==> src/prsp_pkg.sv <==
// Shared types and constants for the page record stream parser.
// No dependencies; imported by prsp_outq and page_record_stream_parser.
`default_nettype none

package prsp_pkg;

    // Header lengths in bytes
    localparam int unsigned HDR_LEN     = 10;
    localparam int unsigned LNK_HDR_LEN = 12;
    localparam int unsigned HDR_BYTES   = 12;

    // Default depth of the result queue
    localparam int unsigned OUTQ_DEPTH = 4;

    // Result item kinds
    localparam logic [3:0] KIND_PAGE   = 4'd0;
    localparam logic [3:0] KIND_RUN    = 4'd1;
    localparam logic [3:0] KIND_IMAGE  = 4'd2;
    localparam logic [3:0] KIND_LINK   = 4'd3;
    localparam logic [3:0] KIND_TEXT   = 4'd4;
    localparam logic [3:0] KIND_HREF   = 4'd5;
    localparam logic [3:0] KIND_TARGET = 4'd6;
    localparam logic [3:0] KIND_FRAG   = 4'd7;
    localparam logic [3:0] KIND_STATUS = 4'd8;

    // Status codes
    localparam logic STATUS_OK    = 1'b0;
    localparam logic STATUS_STALE = 1'b1;

    typedef enum logic [3:0] {
        PH_PAGE,
        PH_RUN_HDR,
        PH_RUN_TXT,
        PH_IMG_HDR,
        PH_IMG_HREF,
        PH_LNK_HDR,
        PH_LNK_TGT,
        PH_LNK_FRAG,
        PH_DONE
    } t_phase;

    typedef struct packed {
        logic [7:0]  data_byte_in;
        logic        end_of_blob;
        logic [15:0] page_number;
    } t_in_item;

    typedef struct packed {
        logic [3:0]         kind;
        logic [15:0]        record_index;
        logic [31:0]        char_start;
        logic signed [15:0] pos_x;
        logic signed [15:0] pos_y;
        logic [15:0]        size_or_width;
        logic [15:0]        height;
        logic [7:0]         style_flags;
        logic [15:0]        length_a;
        logic [15:0]        length_b;
        logic [7:0]         string_byte;
        logic               status;
    } t_out_item;

    // Results of one accepted byte, handed to the queue
    typedef struct packed {
        logic [1:0] count;  // 0, 1 or 2 items
        t_out_item  first;
        t_out_item  second;
    } t_push;

    // Section bookkeeping after a record finishes
    typedef struct packed {
        t_phase      phase;
        logic [15:0] remaining;
        logic [15:0] index;
    } t_sect;

endpackage

`default_nettype wire

==> src/prsp_outq.sv <==
// Result queue: register storage for up to two pushes and one pop per cycle.
// Depends on prsp_pkg (t_out_item, t_push).
`default_nettype none

module prsp_outq #(
    parameter int unsigned P_DEPTH = prsp_pkg::OUTQ_DEPTH
) (
    input  wire                   i_clk,
    input  wire                   i_rst_n,
    input  prsp_pkg::t_push       i_push,
    output logic                  o_space,
    output logic                  o_valid,
    input  wire                   i_ready,
    output prsp_pkg::t_out_item   o_item
);
    import prsp_pkg::*;

    localparam int unsigned PW = (P_DEPTH > 1) ? $clog2(P_DEPTH) : 1;
    localparam int unsigned CW = $clog2(P_DEPTH + 1);

    t_out_item        r_mem [P_DEPTH];
    logic [PW-1:0]    r_wr, n_wr;
    logic [PW-1:0]    r_rd, n_rd;
    logic [CW-1:0]    r_count, n_count;
    logic [PW-1:0]    w_wr1;
    logic             w_pop;

    function automatic logic [PW-1:0] f_inc(input logic [PW-1:0] p);
        f_inc = (p == PW'(P_DEPTH - 1)) ? '0 : p + PW'(1);
    endfunction

    assign w_pop   = o_valid && i_ready;
    assign w_wr1   = f_inc(r_wr);
    assign o_valid = (r_count != '0);
    assign o_item  = r_mem[r_rd];
    // room for the worst case of one byte
    assign o_space = (r_count <= CW'(P_DEPTH - 2));

    always_comb begin
        n_wr    = r_wr;
        n_rd    = r_rd;
        if (i_push.count == 2'd1) begin
            n_wr = w_wr1;
        end else if (i_push.count == 2'd2) begin
            n_wr = f_inc(w_wr1);
        end
        if (w_pop) begin
            n_rd = f_inc(r_rd);
        end
        n_count = r_count + CW'(i_push.count) - CW'(w_pop);
    end

    always_ff @(posedge i_clk) begin
        if (!i_rst_n) begin
            r_wr    <= '0;
            r_rd    <= '0;
            r_count <= '0;
        end else begin
            r_wr    <= n_wr;
            r_rd    <= n_rd;
            r_count <= n_count;
        end
    end

    always_ff @(posedge i_clk) begin
        if (i_push.count != 2'd0) begin
            r_mem[r_wr] <= i_push.first;
        end
        if (i_push.count == 2'd2) begin
            r_mem[w_wr1] <= i_push.second;
        end
    end

    a_count_max: assert property (@(posedge i_clk) disable iff (!i_rst_n)
        r_count <= CW'(P_DEPTH))
        else $error("outq: count above depth");

    a_no_overflow: assert property (@(posedge i_clk) disable iff (!i_rst_n)
        (i_push.count != 2'd0) |->
            ({1'b0, r_count} + (CW+1)'(i_push.count) <= (CW+1)'(P_DEPTH)))
        else $error("outq: push into full queue");

    a_pop_moves: assert property (@(posedge i_clk) disable iff (!i_rst_n)
        (w_pop && i_push.count == 2'd0) |=> (r_count == $past(r_count) - CW'(1)))
        else $error("outq: pop did not drain an item");

endmodule

`default_nettype wire

==> src/page_record_stream_parser.sv <==
// Top level of the page record stream parser: byte parser state and result build.
// Depends on prsp_pkg and prsp_outq.
`default_nettype none

// Takes a serialized page record one byte per item and returns decoded items:
// one per completed page, run, image or link header, one per string byte, and
// an end status on the byte flagged end_of_blob (status 1 when the record was
// shorter than its headers and strings claim; earlier items of such a record
// are to be dropped by the consumer). Bytes after the parse completes are
// ignored, and the byte after end_of_blob starts a new record whose page
// number is sampled with its first byte. Rate: one byte per cycle. Each byte
// updates the parser registers in the cycle it is taken and its results are
// written into a P_OUTQ_DEPTH-entry result queue (default 4); results reach
// the output from its registers, in order. A byte that both completes an item
// and ends the record yields two results, which leave the queue one after
// the other. The input is ready while the queue has room for two results, so
// with the output always ready the block sustains one byte every cycle.

module page_record_stream_parser #(
    parameter int unsigned P_OUTQ_DEPTH = prsp_pkg::OUTQ_DEPTH
) (
    input  wire                   i_clk,
    input  wire                   i_rst_n,
    input  wire                   i_in_valid,
    output logic                  o_in_ready,
    input  prsp_pkg::t_in_item    i_in_item,
    output logic                  o_out_valid,
    input  wire                   i_out_ready,
    output prsp_pkg::t_out_item   o_out_item
);
    import prsp_pkg::*;

    // ---------------------------------------------------------------
    // Parser state
    // ---------------------------------------------------------------
    t_phase      r_phase, n_phase, s_phase;
    logic [3:0]  r_hdr_cnt, n_hdr_cnt, s_hdr_cnt;
    logic [7:0]  r_hdr [HDR_BYTES];         // no reset: written before read
    logic [15:0] r_sect_rem, n_sect_rem, s_sect_rem;
    logic [15:0] r_sect_idx, n_sect_idx, s_sect_idx;
    logic [15:0] r_str_rem, n_str_rem, s_str_rem;
    logic [15:0] r_second_len, n_second_len, s_second_len;
    logic [15:0] r_img_total, n_img_total, s_img_total;
    logic [15:0] r_lnk_total, n_lnk_total, s_lnk_total;
    logic [15:0] r_page, n_page;

    logic        w_accept;
    logic        w_is_hdr;
    logic        w_hdr_done;
    logic [3:0]  w_need_m1;
    logic [7:0]  w_hdr_now [HDR_BYTES];
    logic [15:0] w_w [HDR_BYTES/2];
    logic [15:0] w_page_now;
    logic [15:0] w_str_dec;
    t_sect       w_fin;
    t_phase      w_fin_hdr;

    t_out_item   w_item;
    logic        w_item_valid;
    t_out_item   w_stat;
    t_push       w_push;

    assign w_accept = i_in_valid && o_in_ready;

    assign w_is_hdr = r_phase inside {PH_PAGE, PH_RUN_HDR, PH_IMG_HDR, PH_LNK_HDR};
    assign w_need_m1 = (r_phase == PH_LNK_HDR) ? 4'(LNK_HDR_LEN - 1) : 4'(HDR_LEN - 1);
    // counter never passes need-1 while in a header phase
    assign w_hdr_done = w_is_hdr && (r_hdr_cnt == w_need_m1);

    // page number is latched with the first byte of a record
    assign w_page_now = ((r_phase == PH_PAGE) && (r_hdr_cnt == 4'd0)) ?
                        i_in_item.page_number : r_page;

    // header view including the byte now arriving
    always_comb begin
        for (int i = 0; i < HDR_BYTES; i++) begin
            w_hdr_now[i] = (r_hdr_cnt == 4'(i)) ? i_in_item.data_byte_in : r_hdr[i];
        end
        for (int k = 0; k < HDR_BYTES / 2; k++) begin
            w_w[k] = {w_hdr_now[2*k+1], w_hdr_now[2*k]};
        end
    end

    assign w_str_dec = r_str_rem - 16'd1;

    // Close out one record of a section; after its last record, move to the next non-empty section, or to done.
    function automatic t_sect f_finish(input t_phase hdr, input logic [15:0] rem,
                                       input logic [15:0] idx, input logic [15:0] img,
                                       input logic [15:0] lnk);
        t_sect       s;
        logic [15:0] rem1;
        rem1        = rem - 16'd1;
        s.index     = idx + 16'd1;
        s.remaining = rem1;
        s.phase     = hdr;
        if (rem1 == 16'd0) begin
            if (hdr == PH_RUN_HDR) begin
                s.index = '0;
                if (img != 16'd0) begin
                    s.remaining = img;
                    s.phase     = PH_IMG_HDR;
                end else begin
                    s.remaining = lnk;
                    s.phase     = (lnk != 16'd0) ? PH_LNK_HDR : PH_DONE;
                end
            end else if (hdr == PH_IMG_HDR) begin
                s.index     = '0;
                s.remaining = lnk;
                s.phase     = (lnk != 16'd0) ? PH_LNK_HDR : PH_DONE;
            end else begin
                s.phase = PH_DONE;
            end
        end
        return s;
    endfunction

    // which header phase a finishing record returns to
    always_comb begin
        case (r_phase)
            PH_RUN_HDR, PH_RUN_TXT:  w_fin_hdr = PH_RUN_HDR;
            PH_IMG_HDR, PH_IMG_HREF: w_fin_hdr = PH_IMG_HDR;
            default:                 w_fin_hdr = PH_LNK_HDR;
        endcase
    end

    assign w_fin = f_finish(w_fin_hdr, r_sect_rem, r_sect_idx, r_img_total, r_lnk_total);

    // ---------------------------------------------------------------
    // Next state: effect of one byte (s_*), then end-of-record restart
    // ---------------------------------------------------------------
    always_comb begin
        s_phase      = r_phase;
        s_hdr_cnt    = r_hdr_cnt;
        s_sect_rem   = r_sect_rem;
        s_sect_idx   = r_sect_idx;
        s_str_rem    = r_str_rem;
        s_second_len = r_second_len;
        s_img_total  = r_img_total;
        s_lnk_total  = r_lnk_total;

        case (r_phase)
            PH_PAGE, PH_RUN_HDR, PH_IMG_HDR, PH_LNK_HDR: begin
                if (!w_hdr_done) begin
                    s_hdr_cnt = r_hdr_cnt + 4'd1;
                end else begin
                    s_hdr_cnt = '0;
                    case (r_phase)
                        PH_PAGE: begin
                            s_img_total = w_w[3];
                            s_lnk_total = w_w[4];
                            s_sect_idx  = '0;
                            if (w_w[2] != 16'd0) begin
                                s_sect_rem = w_w[2];
                                s_phase    = PH_RUN_HDR;
                            end else if (w_w[3] != 16'd0) begin
                                s_sect_rem = w_w[3];
                                s_phase    = PH_IMG_HDR;
                            end else begin
                                s_sect_rem = w_w[4];
                                s_phase    = (w_w[4] != 16'd0) ? PH_LNK_HDR : PH_DONE;
                            end
                        end
                        PH_RUN_HDR, PH_IMG_HDR: begin
                            s_str_rem = w_w[4];
                            if (w_w[4] != 16'd0) begin
                                s_phase = (r_phase == PH_RUN_HDR) ? PH_RUN_TXT : PH_IMG_HREF;
                            end else begin
                                s_phase    = w_fin.phase;
                                s_sect_rem = w_fin.remaining;
                                s_sect_idx = w_fin.index;
                            end
                        end
                        default: begin
                            s_str_rem    = w_w[4];
                            s_second_len = w_w[5];
                            if (w_w[4] != 16'd0) begin
                                s_phase = PH_LNK_TGT;
                            end else if (w_w[5] != 16'd0) begin
                                s_str_rem = w_w[5];
                                s_phase   = PH_LNK_FRAG;
                            end else begin
                                s_phase    = w_fin.phase;
                                s_sect_rem = w_fin.remaining;
                                s_sect_idx = w_fin.index;
                            end
                        end
                    endcase
                end
            end
            PH_RUN_TXT, PH_IMG_HREF, PH_LNK_TGT, PH_LNK_FRAG: begin
                s_str_rem = w_str_dec;
                if (w_str_dec == 16'd0) begin
                    if ((r_phase == PH_LNK_TGT) && (r_second_len != 16'd0)) begin
                        s_str_rem = r_second_len;
                        s_phase   = PH_LNK_FRAG;
                    end else begin
                        s_phase    = w_fin.phase;
                        s_sect_rem = w_fin.remaining;
                        s_sect_idx = w_fin.index;
                    end
                end
            end
            default: begin
                // parse complete: trailing bytes change nothing
            end
        endcase

        n_phase      = r_phase;
        n_hdr_cnt    = r_hdr_cnt;
        n_sect_rem   = r_sect_rem;
        n_sect_idx   = r_sect_idx;
        n_str_rem    = r_str_rem;
        n_second_len = r_second_len;
        n_img_total  = r_img_total;
        n_lnk_total  = r_lnk_total;
        n_page       = r_page;
        if (w_accept) begin
            if (i_in_item.end_of_blob) begin
                n_phase      = PH_PAGE;
                n_hdr_cnt    = '0;
                n_sect_rem   = '0;
                n_sect_idx   = '0;
                n_str_rem    = '0;
                n_second_len = '0;
                n_img_total  = '0;
                n_lnk_total  = '0;
                n_page       = '0;
            end else begin
                n_phase      = s_phase;
                n_hdr_cnt    = s_hdr_cnt;
                n_sect_rem   = s_sect_rem;
                n_sect_idx   = s_sect_idx;
                n_str_rem    = s_str_rem;
                n_second_len = s_second_len;
                n_img_total  = s_img_total;
                n_lnk_total  = s_lnk_total;
                n_page       = w_page_now;
            end
        end
    end

    // ---------------------------------------------------------------
    // Result items for this byte
    // ---------------------------------------------------------------
    always_comb begin
        w_item              = '0;
        w_item_valid        = 1'b0;
        w_item.record_index = r_sect_idx;
        case (r_phase)
            PH_PAGE: begin
                w_item_valid        = w_hdr_done;
                w_item.kind         = KIND_PAGE;
                w_item.record_index = w_page_now;
                w_item.char_start   = {w_w[1], w_w[0]};
                w_item.length_a     = w_w[2];
                w_item.length_b     = w_w[3];
                w_item.height       = w_w[4];
            end
            PH_RUN_HDR: begin
                w_item_valid         = w_hdr_done;
                w_item.kind          = KIND_RUN;
                w_item.pos_x         = $signed(w_w[0]);
                w_item.pos_y         = $signed(w_w[1]);
                w_item.size_or_width = w_w[2];
                w_item.style_flags   = w_hdr_now[6];
                w_item.length_a      = w_w[4];
            end
            PH_IMG_HDR, PH_LNK_HDR: begin
                w_item_valid         = w_hdr_done;
                w_item.kind          = (r_phase == PH_IMG_HDR) ? KIND_IMAGE : KIND_LINK;
                w_item.pos_x         = $signed(w_w[0]);
                w_item.pos_y         = $signed(w_w[1]);
                w_item.size_or_width = w_w[2];
                w_item.height        = w_w[3];
                w_item.length_a      = w_w[4];
                w_item.length_b      = (r_phase == PH_LNK_HDR) ? w_w[5] : 16'd0;
            end
            PH_RUN_TXT: begin
                w_item_valid       = 1'b1;
                w_item.kind        = KIND_TEXT;
                w_item.string_byte = i_in_item.data_byte_in;
            end
            PH_IMG_HREF: begin
                w_item_valid       = 1'b1;
                w_item.kind        = KIND_HREF;
                w_item.string_byte = i_in_item.data_byte_in;
            end
            PH_LNK_TGT: begin
                w_item_valid       = 1'b1;
                w_item.kind        = KIND_TARGET;
                w_item.string_byte = i_in_item.data_byte_in;
            end
            PH_LNK_FRAG: begin
                w_item_valid       = 1'b1;
                w_item.kind        = KIND_FRAG;
                w_item.string_byte = i_in_item.data_byte_in;
            end
            default: begin
                w_item_valid = 1'b0;
            end
        endcase

        w_stat              = '0;
        w_stat.kind         = KIND_STATUS;
        w_stat.record_index = w_page_now;
        w_stat.status       = (s_phase == PH_DONE) ? STATUS_OK : STATUS_STALE;

        w_push        = '0;
        w_push.second = w_stat;
        w_push.first  = w_item_valid ? w_item : w_stat;
        if (w_accept) begin
            w_push.count = 2'(w_item_valid) + 2'(i_in_item.end_of_blob);
        end
    end

    // ---------------------------------------------------------------
    // Registers
    // ---------------------------------------------------------------
    always_ff @(posedge i_clk) begin
        if (!i_rst_n) begin
            r_phase      <= PH_PAGE;
            r_hdr_cnt    <= '0;
            r_sect_rem   <= '0;
            r_sect_idx   <= '0;
            r_str_rem    <= '0;
            r_second_len <= '0;
            r_img_total  <= '0;
            r_lnk_total  <= '0;
            r_page       <= '0;
        end else begin
            r_phase      <= n_phase;
            r_hdr_cnt    <= n_hdr_cnt;
            r_sect_rem   <= n_sect_rem;
            r_sect_idx   <= n_sect_idx;
            r_str_rem    <= n_str_rem;
            r_second_len <= n_second_len;
            r_img_total  <= n_img_total;
            r_lnk_total  <= n_lnk_total;
            r_page       <= n_page;
        end
    end

    // header byte capture
    always_ff @(posedge i_clk) begin
        for (int i = 0; i < HDR_BYTES; i++) begin
            if (w_accept && w_is_hdr && (r_hdr_cnt == 4'(i))) begin
                r_hdr[i] <= i_in_item.data_byte_in;
            end
        end
    end

    prsp_outq #(
        .P_DEPTH (P_OUTQ_DEPTH)
    ) u_outq (
        .i_clk   (i_clk),
        .i_rst_n (i_rst_n),
        .i_push  (w_push),
        .o_space (o_in_ready),
        .o_valid (o_out_valid),
        .i_ready (i_out_ready),
        .o_item  (o_out_item)
    );

    // ---------------------------------------------------------------
    // Assertions
    // ---------------------------------------------------------------
    a_cnt_only_in_hdr: assert property (@(posedge i_clk) disable iff (!i_rst_n)
        !w_is_hdr |-> (r_hdr_cnt == 4'd0))
        else $error("header count left over outside a header phase");

    a_cnt_bound: assert property (@(posedge i_clk) disable iff (!i_rst_n)
        w_is_hdr |-> (r_hdr_cnt <= w_need_m1))
        else $error("header count past header length");

    a_str_nonzero: assert property (@(posedge i_clk) disable iff (!i_rst_n)
        ((r_phase == PH_RUN_TXT) || (r_phase == PH_IMG_HREF) ||
         (r_phase == PH_LNK_TGT) || (r_phase == PH_LNK_FRAG)) |-> (r_str_rem != 16'd0))
        else $error("string phase with nothing left");

    a_eob_restarts: assert property (@(posedge i_clk) disable iff (!i_rst_n)
        (w_accept && i_in_item.end_of_blob) |=> ((r_phase == PH_PAGE) && (r_hdr_cnt == 4'd0)))
        else $error("end of record did not restart the parser");

endmodule

`default_nettype wire
==> config.mk <==
export PLATFORM = sky130hd
export DESIGN_NAME = page_record_stream_parser
export DESIGN_NICKNAME = d
export VERILOG_FILES = /design/src/prsp_pkg.sv /design/src/prsp_outq.sv /design/src/page_record_stream_parser.sv
export SDC_FILE = /design/constraint.sdc
export NUM_CORES = 2
export LEC_CHECK = 0
export BUFFER_PORTS_ARGS = -buffer_cell sky130_fd_sc_hd__buf_4
export CAP_MARGIN = 5
export CORE_MARGIN = 2
export CORE_UTILIZATION = 43
export CTS_CLUSTER_DIAMETER = 60
export DETAILED_ROUTE_END_ITERATION = 10
export PLACE_DENSITY = 0.64
export SLEW_MARGIN = 20
export SYNTH_ARGS = -nofsm -noshare
export SYNTH_HDL_FRONTEND = slang
export SYNTH_SLANG_ARGS = --single-unit
==> constraint.sdc <==
create_clock -name i_clk -period 7.1 [get_ports i_clk]
set_clock_uncertainty 0.05 [all_clocks]
set_input_delay 2.13 -clock i_clk [delete_from_list [all_inputs] [get_ports i_clk]]
set_output_delay 2.13 -clock i_clk [all_outputs]
set_load 0.02 [all_outputs]
==> key figures <==
Run status
  • Run status: finished clean

CTS
  • Clock transition at the register clock pins on the worst setup and hold paths after CTS: ~0.060 ns
  • Count of instances resized after the clock tree is built: 0
  • TritonCTS clock tree: done
  • Hold bufs inserted after CTS: 0
  • Number of buffers created by CTS: 99
  • Number of setup buffers added after CTS: 0
  • Clock sink total: a little under 900
  • CTS H-tree lvls: 3
  • Bufs on Longest Clock Path: 3
  • Worst-Skew Late Latency: just under 0.7 ns
  • Clk root buf: clkbuf_16

STA
  • Period minus WS final: about 5.2 ns
  • Worst hold slack: just under 0.4 ns
  • Setup total negative slack: 0 ns
  • Slew Limit Headroom: 0.09222
  • Setup violation total in the final timing report: 0
  • Post-route fraction of the period consumed by the critical path: 0.7329
  • RSZ-0062 raised after global routing: false
  • Hold violation total from the final report: 0
  • Peak clock frequency supported by timing: a little under 200 MHz
  • Number of max-slew violations in the final report: 0
  • Slew at the pin closest to its max-slew limit: ~1.4 ns

Layout
  • Fraction of final layout cells sized beyond drive strength 1: 0.1370
  • Nets: around 4500
  • Post-Route Utilization: 0.4940
  • Layout Cells excl Fill: 5781
  • Layout-stage area growth over the synthesis result: 13.90%

Global routing
  • Antenna violations before repair: 0
  • Number of global-route vias before repair: between 30000 and 40000
  • Pin count of the biggest net entering global routing: between 150 and 200
  • All-Layer GR Usage: 0.2624
  • Global-route wire length before repair: roughly 200000 µm
  • Total congestion overflow after global routing: 0

Synthesis
  • Combined area of all synthesized cells: ~40000 µm²
  • Cell count after synthesis: between 4000 and 5000
  • Number of distinct library cell variants in the gate-level netlist after synthesis: 81
  • Most used standard cell by instance count after synthesis: nand2_1
  • Dominant synthesized flop cell: dfxtp_1
  • Synth top area cells: dfxtp_1 (36%), edfxtp_1 (12%), mux4_2 (9.2%), nand2_1 (8.5%), a21oi_1 (7.9%)
  • Number of flip-flops and latches in the synthesized netlist: slightly below 900
  • Sequential cell area fraction in the yosys report: 0.4789
  • Count of flip-flops with a built-in enable after synthesis: between 150 and 200
  • Count of synthesis-stage warnings from yosys: 0
  • Post-synth ARST share: 0
  • Leading cell types by count after synthesis: nand2_1 (913), dfxtp_1 (721), a21oi_1 (638), nor2_1 (509), clkbuf_1 (302)
  • Fraction of post-synthesis cell area in the top cell type by area: 0.3571
  • Average cell area after synthesis: 9.018 µm²
  • Post-synthesis cell type with the largest combined area: dfxtp_1
  • Net count after synthesis: around 4500

Detailed routing
  • Overall via count from detail_route: about 34000
  • Routed length per placed instance: 22.74 µm
  • Drc violations: 0
  • DRC marker count from the first detailed-route iteration: 3637
  • Remaining antenna violation count: 0
  • Wire length after detailed routing: 131500 µm
  • DR pass1 iterations: 7
  • Per-cell via count in the routed design: just under 6

Floorplanning
  • Cell Rows: between 100 and 150
  • Die W: 310.6 µm
  • Top Ports: just under 200
  • Overall die height: about 310 µm
  • Area enclosed by the die boundary: between 90000 and 100000 µm²
  • Initial standard-cell utilization of the core: 0.4337
  • Area of the core: 93190 µm²

Critical path
  • CP Launch Type: register
  • Maximum fanout encountered on the critical timing path: 35
  • Type of the worst setup path: reg -> out
  • Required @ worst endpoint: 4.92 ns
  • Arr. time, crit path: roughly 3 ns
  • Crit path capture type: primary output
  • Launch instance of the worst register-to-register path: r_hdr_cnt[1]

Power and ir drop
  • Static power due to leakage: approximately 16 nW
  • Areal power density over the cells: between 200 and 300 nW/µm²
  • IR Drop Worst-Case VDD: around 190 µV
  • Pwr Total: about 12 mW

Job
  • Max-cap violations: 0

Place
  • Global placer's final weighted congestion: about 0.95
  • # port buffers: 195
  • Cell Count Post-Placement: ~5600
  • Detailed placement HPWL: 80560 µm

Hold path
  • Worst Hold Class: reg -> reg
  • Launch instance of the worst min-delay path: u_outq.r_mem[3][164]
[worst max-delay path, stage by stage (launching register included)]
cell and delay, ns:
dfxtp_4 0.90, buf_4 0.60, mux4_2 0.63, buf_4 0.18
[registers in the layout, indices dropped and copies added, names as in the netlist, named ones only]
register,count
r_second_len,16
r_lnk_total,16
r_img_total,16
u_outq.r_rd,2
r_hdr_cnt,4
r_phase,4
u_outq.r_mem,660
r_sect_rem,16
r_sect_idx,16
u_outq.r_count,3
r_str_rem,16
u_outq.r_wr,2
r_hdr,96
r_page,16
[kinds of logic after synthesis]
kind of cell,after synthesis,synth area share
simple gates,1813,0.1940
compound gates,1020,0.1482
flops,885,0.4789
buf+inv,412,0.03937
mux,289,0.1234
xor+xnor,38,0.008234
fa+ha+maj,25,0.007863
[path summary, 6_finish.rpt]
kind                          end  slack [ns]  depth (start not counted)
min reg2reg  u_outq.r_mem[3][164]        0.39                          2
min          u_outq.r_mem[3][164]        0.39                          2
max                o_out_item[34]        1.90                          3
max reg2reg    u_outq.r_mem[0][0]        2.19                          9
[cell usage in the layout, fill, tap and decap left out, types with 17 or more instances in the layout]
cell type / netlist / layout
mux4_2: 165 / 165
xor2_1: 19 / 19
ha_1: 23 / 23
nor3_1: 55 / 55
a32oi_1: 17 / 17
a211oi_1: 68 / 68
o21ai_0: 44 / 44
o22a_1: 43 / 43
dfxtp_1: 721 / 719
nor2_1: 509 / 506
mux2i_1: 110 / 110
a21boi_1: 19 / 19
or3_1: 47 / 47
o211ai_1: 24 / 24
nor4_1: 21 / 19
clkbuf_1: 302 / 33
nand2_1: 913 / 912
clkbuf_16: 0 / 106
nand4_1: 20 / 20
a21oi_1: 638 / 637
buf_4: 2 / 239
a21boi_0: 32 / 32
nor2b_1: 64 / 60
or4_1: 24 / 24
o22ai_1: 71 / 71
nand2b_1: 35 / 31
inv_1: 26 / 26
nand3_1: 56 / 56
xnor2_1: 19 / 19
edfxtp_1: 164 / 164
[through the flow]
| step | setup WS (ns) | cell area (µm²) |
|---|---|---|
| after global routing | 1.770 | 46040 |
| after detailed placement | 1.394 | 42720 |
| after global placement | 1.330 | 42710 |
| after CTS | 1.833 | 46020 |
| final | 1.896 | 46040 |
| after floorplan | 2.400 | 40420 |
[power breakdown]
part	total (mW)	switching (mW)	internal [mW]
Clock	5.24	2.09	3.15
Combinational	1.72	1.03	0.689
Sequential	5.50	0.165	5.33
[final cells by class]
class,instances,area [µm²]
Fill cell,8696,47150
Multi-Input combinational cell,3185,19590
Sequential cell,885,19370
Clock buffer,152,2955
Timing Repair Buffer,255,2115
Tap cell,1254,1569
Clock inverter,23,344.1
Inverter,26,97.59
Antenna cell,1,2.502
[metal layers]
layer,vias up,global-route usage,wire (µm)
li1,15700,-,-
met4,0,0.1081,5379
met2,1466,0.4242,62040
met3,267,0.03959,9846
met5,-,0,0
met1,16640,0.3518,54200
(Power assumes the default switching activity.)
